<file path="src/sv/size_bucket_histogram_defines.svh">
// ----------------------------------------------------------------------------
// size_bucket_histogram_defines.svh
// Assertion macros used by the size bucket histogram module.
// ----------------------------------------------------------------------------
`ifndef SIZE_BUCKET_HISTOGRAM_DEFINES_SVH
`define SIZE_BUCKET_HISTOGRAM_DEFINES_SVH

// same-cycle implication, disabled while reset is asserted
`define SBH_ASSERT_NOW(label, clk, rst_n, ante, cons, msg) \
	label: assert property (@(posedge clk) disable iff (!(rst_n)) (ante) |-> (cons)) \
		else $error(msg);

// next-cycle implication, disabled while reset is asserted
`define SBH_ASSERT_NEXT(label, clk, rst_n, ante, cons, msg) \
	label: assert property (@(posedge clk) disable iff (!(rst_n)) (ante) |=> (cons)) \
		else $error(msg);

`endif

</file>
<file path="src/sv/sbh_pkg.sv">
// ----------------------------------------------------------------------------
// sbh_pkg
// Types, constants and the bucket lower-bound function of the size histogram.
// ----------------------------------------------------------------------------
`default_nettype none

package sbh_pkg;

	localparam int SIZE_W = 31;
	localparam int BKT_W  = 5;
	localparam int CNT_W  = 32;

	typedef logic [SIZE_W-1:0] size_t;
	typedef logic [BKT_W-1:0]  bkt_t;
	typedef logic [CNT_W-1:0]  cnt_t;

	localparam logic CMD_UPDATE = 1'b0;
	localparam logic CMD_READ   = 1'b1;

	localparam size_t SMALL_LIMIT   = 31'd1024;
	localparam size_t MID_LIMIT     = 31'd20480;
	localparam size_t LARGE_LIMIT   = 31'd40960;
	localparam size_t LOG_BASE_SIZE = 31'd65536;

	localparam bkt_t SMALL_END_BKT = 5'd2;
	localparam bkt_t MID_BASE_BKT  = 5'd11;
	localparam bkt_t MID_END_BKT   = 5'd12;
	localparam bkt_t LOG_BASE_BKT  = 5'd17;

	// lowest byte size that lands in bucket i
	function automatic size_t bucket_low(input bkt_t i);
		bkt_t  off;
		size_t lb;
		off = '0;
		if (i < SMALL_END_BKT) begin
			lb = size_t'(i) << 10;
		end else if (i < MID_END_BKT) begin
			off = i - 5'd1;
			lb  = size_t'(off) << 11;
		end else if (i < LOG_BASE_BKT) begin
			off = i - MID_BASE_BKT;
			lb  = (size_t'(off) << 12) + MID_LIMIT;
		end else begin
			off = i - LOG_BASE_BKT;
			lb  = LOG_BASE_SIZE << off[3:0];
		end
		return lb;
	endfunction

endpackage

`default_nettype wire

</file>
<file path="src/sv/size_bucket_histogram.sv">
// ----------------------------------------------------------------------------
// size_bucket_histogram
// Histogram of entry sizes kept in NUM_BUCKETS wrapping 32-bit counters.
// ----------------------------------------------------------------------------
// Usage:
//   Input channel (in_valid/in_ready) carries one beat per command. An update
//   (command 0) adds one to the bucket of a nonzero next_size and removes one
//   from the bucket of a nonzero prev_size; its result beat reports both
//   buckets. A read (command 1) returns the count of bucket_index (saturated
//   to the last bucket), negative counts shown as zero, plus the bucket's
//   lowest byte size.
//   Output channel (out_valid/out_ready) carries one result beat per command,
//   in order.
//   Path: each input beat passes the input register, then the result
//   register. Throughput: one beat per cycle while out_ready is high;
//   counters are updated in place, so a read right after an update sees it.
//   Reset: all counters clear at once, both stages empty, no sweep.
//   Stall: a held result keeps its beat; the input register still takes one
//   more beat, then in_ready drops until out_ready returns.
// ----------------------------------------------------------------------------
`default_nettype none
`include "size_bucket_histogram_defines.svh"

module size_bucket_histogram #(
	parameter int NUM_BUCKETS = 28
) (
	input  wire                  clk,
	input  wire                  arst_n,
	input  wire                  in_valid,
	output logic                 in_ready,
	input  wire                  command,
	input  wire sbh_pkg::size_t  prev_size,
	input  wire sbh_pkg::size_t  next_size,
	input  wire sbh_pkg::bkt_t   bucket_index,
	output logic                 out_valid,
	input  wire                  out_ready,
	output sbh_pkg::bkt_t        new_bucket,
	output sbh_pkg::bkt_t        old_bucket,
	output sbh_pkg::size_t       bucket_count,
	output sbh_pkg::size_t       bucket_low_bound
);

	localparam int IdxW = $clog2(NUM_BUCKETS);
	localparam logic [5:0] LastBkt = 6'(NUM_BUCKETS - 1);

	// stage 1: input register
	logic           valid_s1;
	logic           cmd_s1;
	sbh_pkg::size_t old_s1;
	sbh_pkg::size_t new_s1;
	sbh_pkg::bkt_t  idx_s1;

	// stage 2: result register
	logic           valid_s2;
	sbh_pkg::bkt_t  nb_s2;
	sbh_pkg::bkt_t  ob_s2;
	sbh_pkg::size_t cnt_s2;
	sbh_pkg::size_t low_s2;

	logic [NUM_BUCKETS-1:0][sbh_pkg::CNT_W-1:0] cnt_q;

	logic              adv_s1;
	logic              is_upd;
	sbh_pkg::bkt_t     nb;
	sbh_pkg::bkt_t     ob;
	logic [IdxW-1:0]   rd_idx;
	sbh_pkg::bkt_t     rd_bkt;
	sbh_pkg::cnt_t     rd_cnt;

	assign adv_s1   = valid_s1 && (!valid_s2 || out_ready);
	assign in_ready = !valid_s1 || adv_s1;
	assign is_upd   = (cmd_s1 == sbh_pkg::CMD_UPDATE);

	always_ff @(posedge clk or negedge arst_n) begin
		if (!arst_n) begin
			valid_s1 <= 1'b0;
		end else if (in_ready) begin
			valid_s1 <= in_valid;
		end
	end

	always_ff @(posedge clk) begin
		if (in_valid && in_ready) begin
			cmd_s1 <= command;
			old_s1 <= prev_size;
			new_s1 <= next_size;
			idx_s1 <= bucket_index;
		end
	end

	sbh_bucket_map #(.NUM_BUCKETS(NUM_BUCKETS)) u_map_new (
		.size   (new_s1),
		.bucket (nb)
	);

	sbh_bucket_map #(.NUM_BUCKETS(NUM_BUCKETS)) u_map_old (
		.size   (old_s1),
		.bucket (ob)
	);

	// per-bucket in-place counters
	always_ff @(posedge clk or negedge arst_n) begin
		if (!arst_n) begin
			cnt_q <= '0;
		end else if (adv_s1 && is_upd) begin
			for (int i = 0; i < NUM_BUCKETS; i++) begin
				case ({new_s1 != '0 && nb == 5'(i), old_s1 != '0 && ob == 5'(i)})
					2'b10:   cnt_q[i] <= cnt_q[i] + 32'd1;
					2'b01:   cnt_q[i] <= cnt_q[i] - 32'd1;
					default: cnt_q[i] <= cnt_q[i];
				endcase
			end
		end
	end

	assign rd_idx = ({1'b0, idx_s1} >= LastBkt) ? LastBkt[IdxW-1:0] : idx_s1[IdxW-1:0];
	assign rd_bkt = 5'(rd_idx);
	assign rd_cnt = cnt_q[rd_idx];

	always_ff @(posedge clk or negedge arst_n) begin
		if (!arst_n) begin
			valid_s2 <= 1'b0;
		end else if (!valid_s2 || out_ready) begin
			valid_s2 <= valid_s1;
		end
	end

	always_ff @(posedge clk) begin
		if (adv_s1) begin
			if (is_upd) begin
				nb_s2  <= nb;
				ob_s2  <= ob;
				cnt_s2 <= '0;
				low_s2 <= '0;
			end else begin
				nb_s2  <= '0;
				ob_s2  <= '0;
				cnt_s2 <= rd_cnt[31] ? '0 : rd_cnt[30:0];
				low_s2 <= sbh_pkg::bucket_low(rd_bkt);
			end
		end
	end

	assign out_valid        = valid_s2;
	assign new_bucket       = nb_s2;
	assign old_bucket       = ob_s2;
	assign bucket_count     = cnt_s2;
	assign bucket_low_bound = low_s2;

	`SBH_ASSERT_NOW(a_bkt_range, clk, arst_n, out_valid,
		{1'b0, new_bucket} <= LastBkt && {1'b0, old_bucket} <= LastBkt,
		"bucket beyond last")
	`SBH_ASSERT_NOW(a_upd_zero, clk, arst_n, out_valid && (new_bucket != '0 || old_bucket != '0),
		bucket_count == '0 && bucket_low_bound == '0, "update beat carries read data")
	`SBH_ASSERT_NEXT(a_cnt_hold, clk, arst_n, !(adv_s1 && is_upd), $stable(cnt_q),
		"counters changed without an update")
	`SBH_ASSERT_NEXT(a_s1_hold, clk, arst_n, valid_s1 && !adv_s1, valid_s1 && $stable(new_s1),
		"stalled stage 1 lost its beat")

endmodule

`default_nettype wire

</file>
<file path="src/sv/sbh_bucket_map.sv">
// ----------------------------------------------------------------------------
// sbh_bucket_map
// Maps a byte size to its histogram bucket: linear ranges, then log2.
// ----------------------------------------------------------------------------
`default_nettype none

module sbh_bucket_map #(
	parameter int NUM_BUCKETS = 28
) (
	input  wire sbh_pkg::size_t size,
	output sbh_pkg::bkt_t       bucket
);

	localparam logic [5:0] LastBkt = 6'(NUM_BUCKETS - 1);

	sbh_pkg::bkt_t  msb;
	sbh_pkg::size_t mid_off;
	logic [5:0]     log_bkt;

	// priority encode the top set bit
	always_comb begin
		msb = '0;
		for (int b = 1; b < sbh_pkg::SIZE_W; b++) begin
			if (size[b]) begin
				msb = 5'(b);
			end
		end
	end

	assign mid_off = size - sbh_pkg::MID_LIMIT;
	assign log_bkt = {1'b0, msb} + 6'd1;

	always_comb begin
		if (size < sbh_pkg::SMALL_LIMIT) begin
			bucket = '0;
		end else if (size < sbh_pkg::MID_LIMIT) begin
			bucket = {1'b0, size[14:11]} + 5'd1;
		end else if (size < sbh_pkg::LARGE_LIMIT) begin
			bucket = {2'b00, mid_off[14:12]} + sbh_pkg::MID_BASE_BKT;
		end else if (log_bkt >= LastBkt) begin
			bucket = LastBkt[4:0];
		end else begin
			bucket = log_bkt[4:0];
		end
	end

endmodule

`default_nettype wire

</file>
<file path="config.mk">
export PLATFORM = sky130hd
export DESIGN_NAME = size_bucket_histogram
export DESIGN_NICKNAME = d
export VERILOG_FILES = /design/src/sv/sbh_pkg.sv /design/src/sv/size_bucket_histogram.sv /design/src/sv/sbh_bucket_map.sv
export VERILOG_INCLUDE_DIRS = /design/src /design/src/sv
export SDC_FILE = /design/constraint.sdc
export NUM_CORES = 2
export LEC_CHECK = 0
export ABC_CLOCK_PERIOD_IN_PS = 10100
export CORE_MARGIN = 10
export CORE_UTILIZATION = 41
export CTS_CLUSTER_DIAMETER = 100
export CTS_CLUSTER_SIZE = 8
export DETAILED_ROUTE_END_ITERATION = 16
export DONT_BUFFER_PORTS = 1
export MAX_ROUTING_LAYER = met4
export SYNTH_ARGS = -nofsm -noshare
export SYNTH_HDL_FRONTEND = slang
export SYNTH_SLANG_ARGS = --single-unit
</file>
<file path="constraint.sdc">
create_clock -name clk -period 10.1 [get_ports clk]
set_input_delay 2.02 -clock clk [delete_from_list [all_inputs] [get_ports clk]]
set_output_delay 2.02 -clock clk [all_outputs]
set_load 0.05 [all_outputs]
</file>
== Word-level counts from Yosys, hierarchy flattened ==
Cells that the tools add are included.
Cells by class
  reductions and logical operators: 126
  equal/unequal tests: 110
  muxes and demuxes: 102
  $add $sub $neg: 68
  bitwise operators: 1
  shift-type cells: 1
  magnitude comparators: 13
Operators with widths (count)
  32-bit case mux with 2 select lines: 28
  32-bit by 1-bit adder with 32-bit output (second input constant): 28
  32-bit by 1-bit subtractor with 32-bit output (second input constant): 28
  5-bit two-way mux: 39
  32-bit binary-select mux with 5-bit select: 1
  5-bit equality test (second input constant): 24
  5-bit by 4-bit equality test with 1-bit output (second input constant): 16
  4-bit two-way mux: 16
  31-bit by 11-bit less-than comparator with 1-bit output (second input constant): 2
  31-bit by 15-bit less-than comparator with 1-bit output (second input constant): 2
  31-bit by 16-bit less-than comparator with 1-bit output (second input constant): 2
  31-bit nonzero test: 2
  1-bit logical AND: 59
  2-bit by 1-bit equality test with 1-bit output (second input constant): 28
  2-bit equality test (second input constant): 28
  2-bit AND reduction: 28
  2-bit nonzero test: 28
  5-bit by 3-bit equality test with 1-bit output (second input constant): 8
  32-bit two-way mux: 1
  31-bit two-way mux: 1
  17-bit by 4-bit << shifter with 31-bit output (first input constant): 1
  15-bit subtractor (second input constant): 2
  3-bit two-way mux: 8
  5-bit by 2-bit equality test with 1-bit output (second input constant): 4
  other kinds (24): 37
Storage, ports and cells
  bits of input ports: 72
  register bits after elaboration: 1038
  logic and storage cells: 461

== Depth between registers and ports, before layout ==
  word-level depth: 41
  depth in mapped cells: 30
  depth with buffers taken out: 29

== Hierarchy ==
From an unflattened synthesis, not the netlist that was laid out.
Second synthesis, totals
  cell total of the unflattened synthesis: 10279
  area total of the unflattened synthesis: 87014.7 um^2
By module, submodules not included
  size_bucket_histogram: cells an instance 10047, area each 85550.8 um^2, instances 1
  sbh_bucket_map: cells an instance 116, area each 732.0 um^2, instances 2

== Worst setup path after synthesis ==
OpenSTA, ideal clock, no wires.
  kind: flip-flop to flip-flop
  start point: reg old_s1[14]
  end point: reg cnt_q[893] in the netlist's numbering
  path buffers: 2
  setup time: 0.135 ns
  period minus slack after synthesis: 7.232 ns
  arrival time: 7.097 ns
  cell stages (with the launch flop): 28
  path slack: 2.868 ns
  path through: edfxtp_1 > clkbuf_1 > inv_1 > a2111oi_0 > o21ai_0 > a211oi_1 > nor2_1 > o21bai_1 > inv_1 > ha_1 > o21ai_0 > a22oi_1 > o311a_1 > o31a_1 > buf_2 > nor3_1 > ha_1 > ha_1 > a21o_1 > a21o_1 > a2111oi_2 > o311ai_1 > a2111oi_0 > o32ai_1 > a41oi_1 > nor2_1 > a2111oi_0 > o31ai_1
On the way
  longest elaborated chain between the ends: 28
  elaborated cells between the ends (all ways): 37
  classes of those cells: add/sub (4); order compare (4); eq/ne (3); mux (22); reduce/logical (4)
RTL lines
  start, declared: RTL line size_bucket_histogram.sv:49  | sbh_pkg::size_t old_s1;
  start signal, assigned: RTL line size_bucket_histogram.sv:85  | old_s1 <= prev_size;
  4-bit two-way mux (2 in series): RTL line sbh_bucket_map.sv:24  | if (size[b]) begin
  5-bit two-way mux (15 in series): RTL line sbh_bucket_map.sv:24
  5-bit by 1-bit adder with 6-bit output: RTL line sbh_bucket_map.sv:31  | assign log_bkt = {1'b0, msb} + 6'd1;
  6-bit by 5-bit greater-or-equal comparator with 1-bit output: RTL line sbh_bucket_map.sv:40  | end else if (log_bkt >= LastBkt) begin
  5-bit two-way mux: RTL line sbh_bucket_map.sv:40
  5-bit two-way mux: RTL line sbh_bucket_map.sv:38  | end else if (size < sbh_pkg::LARGE_LIMIT) begin
  5-bit two-way mux: RTL line sbh_bucket_map.sv:36  | end else if (size < sbh_pkg::MID_LIMIT) begin
  5-bit two-way mux: RTL line sbh_bucket_map.sv:34  | if (size < sbh_pkg::SMALL_LIMIT) begin
  5-bit equality test: RTL line size_bucket_histogram.sv:107  | case ({new_s1 != '0 && nb == 5'(i), old_s1 != '0 && ob == 5'(i)})
  1-bit logical AND *: RTL line size_bucket_histogram.sv:107
  2-bit by 1-bit equality test with 1-bit output or 2-bit equality test (tied branches): RTL line size_bucket_histogram.sv:107
  2-bit nonzero test (no source line)
  2-bit AND reduction (no source line)
  end signal, assigned by index: RTL line size_bucket_histogram.sv:108  | 2'b10: cnt_q[i] <= cnt_q[i] + 32'd1;
  end signal, assigned by index: RTL line size_bucket_histogram.sv:109  | 2'b01: cnt_q[i] <= cnt_q[i] - 32'd1;
  end signal, assigned by index: RTL line size_bucket_histogram.sv:110  | default: cnt_q[i] <= cnt_q[i];
  end, declared: RTL line size_bucket_histogram.sv:60  | logic [NUM_BUCKETS-1:0][sbh_pkg::CNT_W-1:0] cnt_q;
Mark *: on every way between the ends. The rest lies on a longest branch, timed or not.
A chain may end at the register's enable or synchronous reset.

== Worst setup path after layout ==
  start point: reg new_s1[14]
  end point: reg cnt_q[893] in the netlist's numbering
On the way
  longest elaborated chain between the ends: 28
  elaborated cells between the ends (all ways): 37
  classes of those cells: add/sub (4); order compare (4); eq/ne (3); mux (22); reduce/logical (4)
RTL lines
  start, declared: RTL line size_bucket_histogram.sv:50  | sbh_pkg::size_t new_s1;
  start signal, assigned: RTL line size_bucket_histogram.sv:86  | new_s1 <= next_size;
  4-bit two-way mux (2 in series): RTL line sbh_bucket_map.sv:24
  5-bit two-way mux (15 in series): RTL line sbh_bucket_map.sv:24
  5-bit by 1-bit adder with 6-bit output: RTL line sbh_bucket_map.sv:31
  6-bit by 5-bit greater-or-equal comparator with 1-bit output: RTL line sbh_bucket_map.sv:40
  5-bit two-way mux: RTL line sbh_bucket_map.sv:40
  5-bit two-way mux: RTL line sbh_bucket_map.sv:38
  5-bit two-way mux: RTL line sbh_bucket_map.sv:36
  5-bit two-way mux: RTL line sbh_bucket_map.sv:34
  5-bit equality test: RTL line size_bucket_histogram.sv:107
  1-bit logical AND *: RTL line size_bucket_histogram.sv:107
  2-bit by 1-bit equality test with 1-bit output or 2-bit equality test (tied branches): RTL line size_bucket_histogram.sv:107
  2-bit nonzero test (no source line)
  2-bit AND reduction (no source line)
Marked as above.

==> out/results.txt <==
RSZ-0062 raised after global routing: false
Clk network pwr share: 40.4%
WS Path Type: flop to flop
Fin area: 93700 um^2
Drt via density: 5.90
Nets: 11.3k
Yosys top cell by area: dfrtp_1
Synth Warn #: 0
Cts hold-fix bufs: 0
Fmax: 0.118 GHz
Slew of the pin with the lowest slew margin: 1.33 ns
Max clock buf depth: 3
Worst skew pair latency: 0.84 ns
NetSw: 3850 uW
CP Data Arrival Time: 9.16 ns
Pint: 7900 uW
Final GP Congestion: 0.984
Slew HR: 10.7%
PortBufs: 0
Placed cell areas: 89500 um^2
R2r setup slk: 1.61 ns
Layout cells sized above 1: 3.65%
Pwr/cell area: 125 nW/um^2
First-pass GRT wire length: 426000 um
DRC viols: 0
Busiest grt layer: met2
# resized after CTS: 0
DIE HEIGHT: 480 um
Overall Power: 11800 uW
Layout overhead on the synthesized area: 8.07%
Fill cells: 20.5k
FFs w/ async S/R, synth: 87.4%
Combinational fraction of design power: 18.6%
Routed Antenna Nets: 0
Mean Syn Cell Area: 8.28 um^2
LEAKAGE: 0.0431 uW
I/O pin cnt: 146
Final setup vio count: 0
Netlist cell types: 87
Starting Density: 41.3%
# Post-CTS Setup Buffers: 0
1st-iter DRT viols: 6614
Crit path time final: 8.49 ns
CP endpoint kind: flop
Sequential group share of total power: 41.0%
Root Buffer: clkbuf_16
CORE AREA: 210000 um^2
Setup Skew: 0.0641 ns
Clock sink count: 1028
First-pass DRT Iterations: 6
CTS buffer count: 146
Vias in the first global route: 73.9k
Final Hold Viols: 0
Final hold slack: 0.466 ns
Cell Area, Synth: 86700 um^2
GRT met1 Usage: 30.9%
Die width: 480 um
Main synth FF type: dfrtp_1
Sw frac: 32.8%
Max IR drop VDD: 0.000182 V
WL final: 277000 um
Clk pin slew, worst setup/hold paths: 0.06 ns
M2 GR Usage: 35.9%
Sequential area share after synthesis: 30.4%
H-Tree Depth: 4
Largest cells by area after synthesis: dfrtp_1 26%, ha_1 13%, nand2_1 7.5%, o21ai_0 6.5%, edfxtp_1 4.5%
Hpwl dp: 203000 um
Yosys top cell area share: 25.9%
Mapped Cells: 10.5k
Initial antenna violation count: 14
Register bit count reported by yosys: 1028
Full die area: 230000 um^2
Required time of the critical path: 10.77 ns
Maxcap violations: 0
Met3 Use GR: 3.74%
Worst Hold Class: flop to flop
CTS tree: done
Routed WL per cell: 21.1 um
DR vias: 77.5k
Cell Rows: 168
Slew Limit Fails: 0
Gr usage total: 23.7%
Setup tns final: 0 ns
Outcome: complete, no violations
CP Max Fanout: 25
Fin crit share: 84.1%
Grt ovf: 0
Number of synthesized flops with an enable pin: 130
Largest net degree at the start of global routing: 256
Worst setup SP type: flop
==> registers in the layout, indices dropped and copies added, names as in the netlist <==
signal,flops
bucket_count,31
old_bucket,5
cnt_q,896
bucket_low_bound,21
old_s1,31
valid_s1,1
cmd_s1,1
new_bucket,5
out_valid,1
idx_s1,5
new_s1,31
==> metal layers <==
metal	vias to the layer above	wire length, um	share of wire, %
met5	-	0	0
met4	0	15400	5.6
met3	472	15600	5.6
met2	1976	121000	44
met1	37000	125000	45
li1	38100	-	-
==> final timing paths <==
check	start	endpoint	depth (start not counted)
min	cnt_q[383]	cnt_q[383]	1
max reg2reg	new_s1[14]	cnt_q[893]	26
max	new_s1[14]	cnt_q[893]	26
max in group asynchronous	arst_n	cnt_q[23]	3
min in group asynchronous	arst_n	cnt_q[526]	0
min reg2reg	cnt_q[383]	cnt_q[383]	1
==> power groups by stage <==
stage	clock [uW]	sequential, uW	combinational (uW)
after global placement	0	4870	2110
final	4750	4810	2190
after detailed placement	0	4880	2150
after floorplan	0	4770	1470
after CTS	4870	4810	2160
after global routing	5010	4840	2390
==> cell usage after synthesis (24+ instances only) <==
| library cell | count |
|---|---|
| o211ai_1 | 48 |
| a21o_1 | 357 |
| a211o_1 | 69 |
| ha_1 | 895 |
| a31oi_1 | 209 |
| fa_1 | 28 |
| nand3_1 | 254 |
| o2111ai_1 | 31 |
| inv_1 | 255 |
| nand2b_1 | 139 |
| a211oi_1 | 124 |
| o21bai_1 | 159 |
| clkbuf_1 | 376 |
| o21a_1 | 175 |
| a311oi_1 | 123 |
| nor2_1 | 466 |
| o21ai_0 | 1118 |
| buf_1 | 36 |
| nor2b_1 | 63 |
| dfrtp_1 | 898 |
| and3_1 | 133 |
| or2_2 | 37 |
| nand2_1 | 1734 |
| or3_1 | 84 |
| nor4_1 | 41 |
| mux2i_1 | 96 |
| o31ai_1 | 69 |
| xnor2_1 | 402 |
| a41oi_1 | 26 |
| or4_1 | 24 |
| and2_1 | 56 |
| o22ai_1 | 141 |
| edfxtp_1 | 130 |
| a21oi_1 | 682 |
| nor4b_1 | 26 |
| nor3_1 | 159 |
| xor2_1 | 372 |
| and4_1 | 24 |
| a2111oi_0 | 57 |
| nand4_1 | 29 |
| nor3b_1 | 40 |
==> kinds of logic (layout without fill, tap and decap cells) <==
| group | count (synthesis) | after routing | synth area share (%) |
|---|---|---|---|
| AO/OA/AOI/OAI | 3595 | 3595 | 26.2 |
| AND/OR/NAND/NOR | 3347 | 3347 | 17.5 |
| flip-flops | 1028 | 1028 | 30.4 |
| adder cells (fa/ha/maj) | 923 | 923 | 13.6 |
| XOR/XNOR | 774 | 774 | 7.82 |
| buffers and inverters | 691 | 541 | 3.06 |
| multiplexers | 116 | 116 | 1.37 |
| other | 1 | 20 | 0.00432 |
==> placed cells by master, fill, tap and decap left out, types with 37 or more instances in the layout <==
cell	synthesis	final
a2111oi_0	57	56
a211o_1	69	69
a211oi_1	124	124
a21o_1	357	355
a21oi_1	682	682
a311oi_1	123	123
a31oi_1	209	209
and2_1	56	55
and3_1	133	133
buf_4	10	85
clkbuf_16	0	147
dfrtp_1	898	898
edfxtp_1	130	130
ha_1	895	895
inv_1	255	252
mux2i_1	96	96
nand2_1	1734	1733
nand2b_1	139	137
nand3_1	254	254
nor2_1	466	466
nor2b_1	63	63
nor3_1	159	159
nor3b_1	40	40
nor4_1	41	40
o211ai_1	48	48
o21a_1	175	175
o21ai_0	1118	1118
o21bai_1	159	159
o22ai_1	141	141
o31ai_1	69	69
or2_2	37	37
or3_1	84	57
xnor2_1	402	402
xor2_1	372	372
==> stage by stage <==
| step | setup slack [ns] | utilization, % | std cells |
|---|---|---|---|
| after detailed placement | 1.71 | 42.6 | 12900 |
| final | 1.61 | 44.6 | 13100 |
| after CTS | 1.65 | 44.6 | 13100 |
| after global placement | 1.69 | 42.6 | 12900 |
| after global routing | 0.880 | 44.6 | 13100 |
| after floorplan | 2.87 | - | 10500 |
==> layout make-up <==
cell class	instances	area (um^2)	area share, %
multi-input cells	8765	57800	61.7
flip-flops and latches	1028	26400	28.1
clock buffers	175	3780	4.04
well taps	2805	3510	3.75
inverters	255	971	1.04
repair buffers	96	896	0.956
clock inverters	15	345	0.369
diodes	10	25.0	0.0267
==> critical path, stage by stage (launching register included) <==
cell and delay, ns:
edfxtp_1 0.53, inv_1 0.11, a21oi_1 0.18, nor2_1 0.06, or4b_1 0.46, o22ai_1 0.37
nor2_1 0.08, o21bai_1 0.33, inv_1 0.08, ha_1 0.25, o21ai_0 0.19, a22oi_1 0.13
o31ai_4 0.24, o211a_1 0.79, nand4_1 0.28, ha_1 0.42, ha_1 0.32, a21o_1 0.16
a21o_1 0.23, a2111oi_2 0.49, o311ai_1 0.20, a2111oi_0 0.99, o32ai_1 0.33, a41oi_1 0.48
nor2_1 0.09, a2111oi_0 0.41, o31ai_1 0.12
Note: power is estimated with default switching activity, not from simulation.
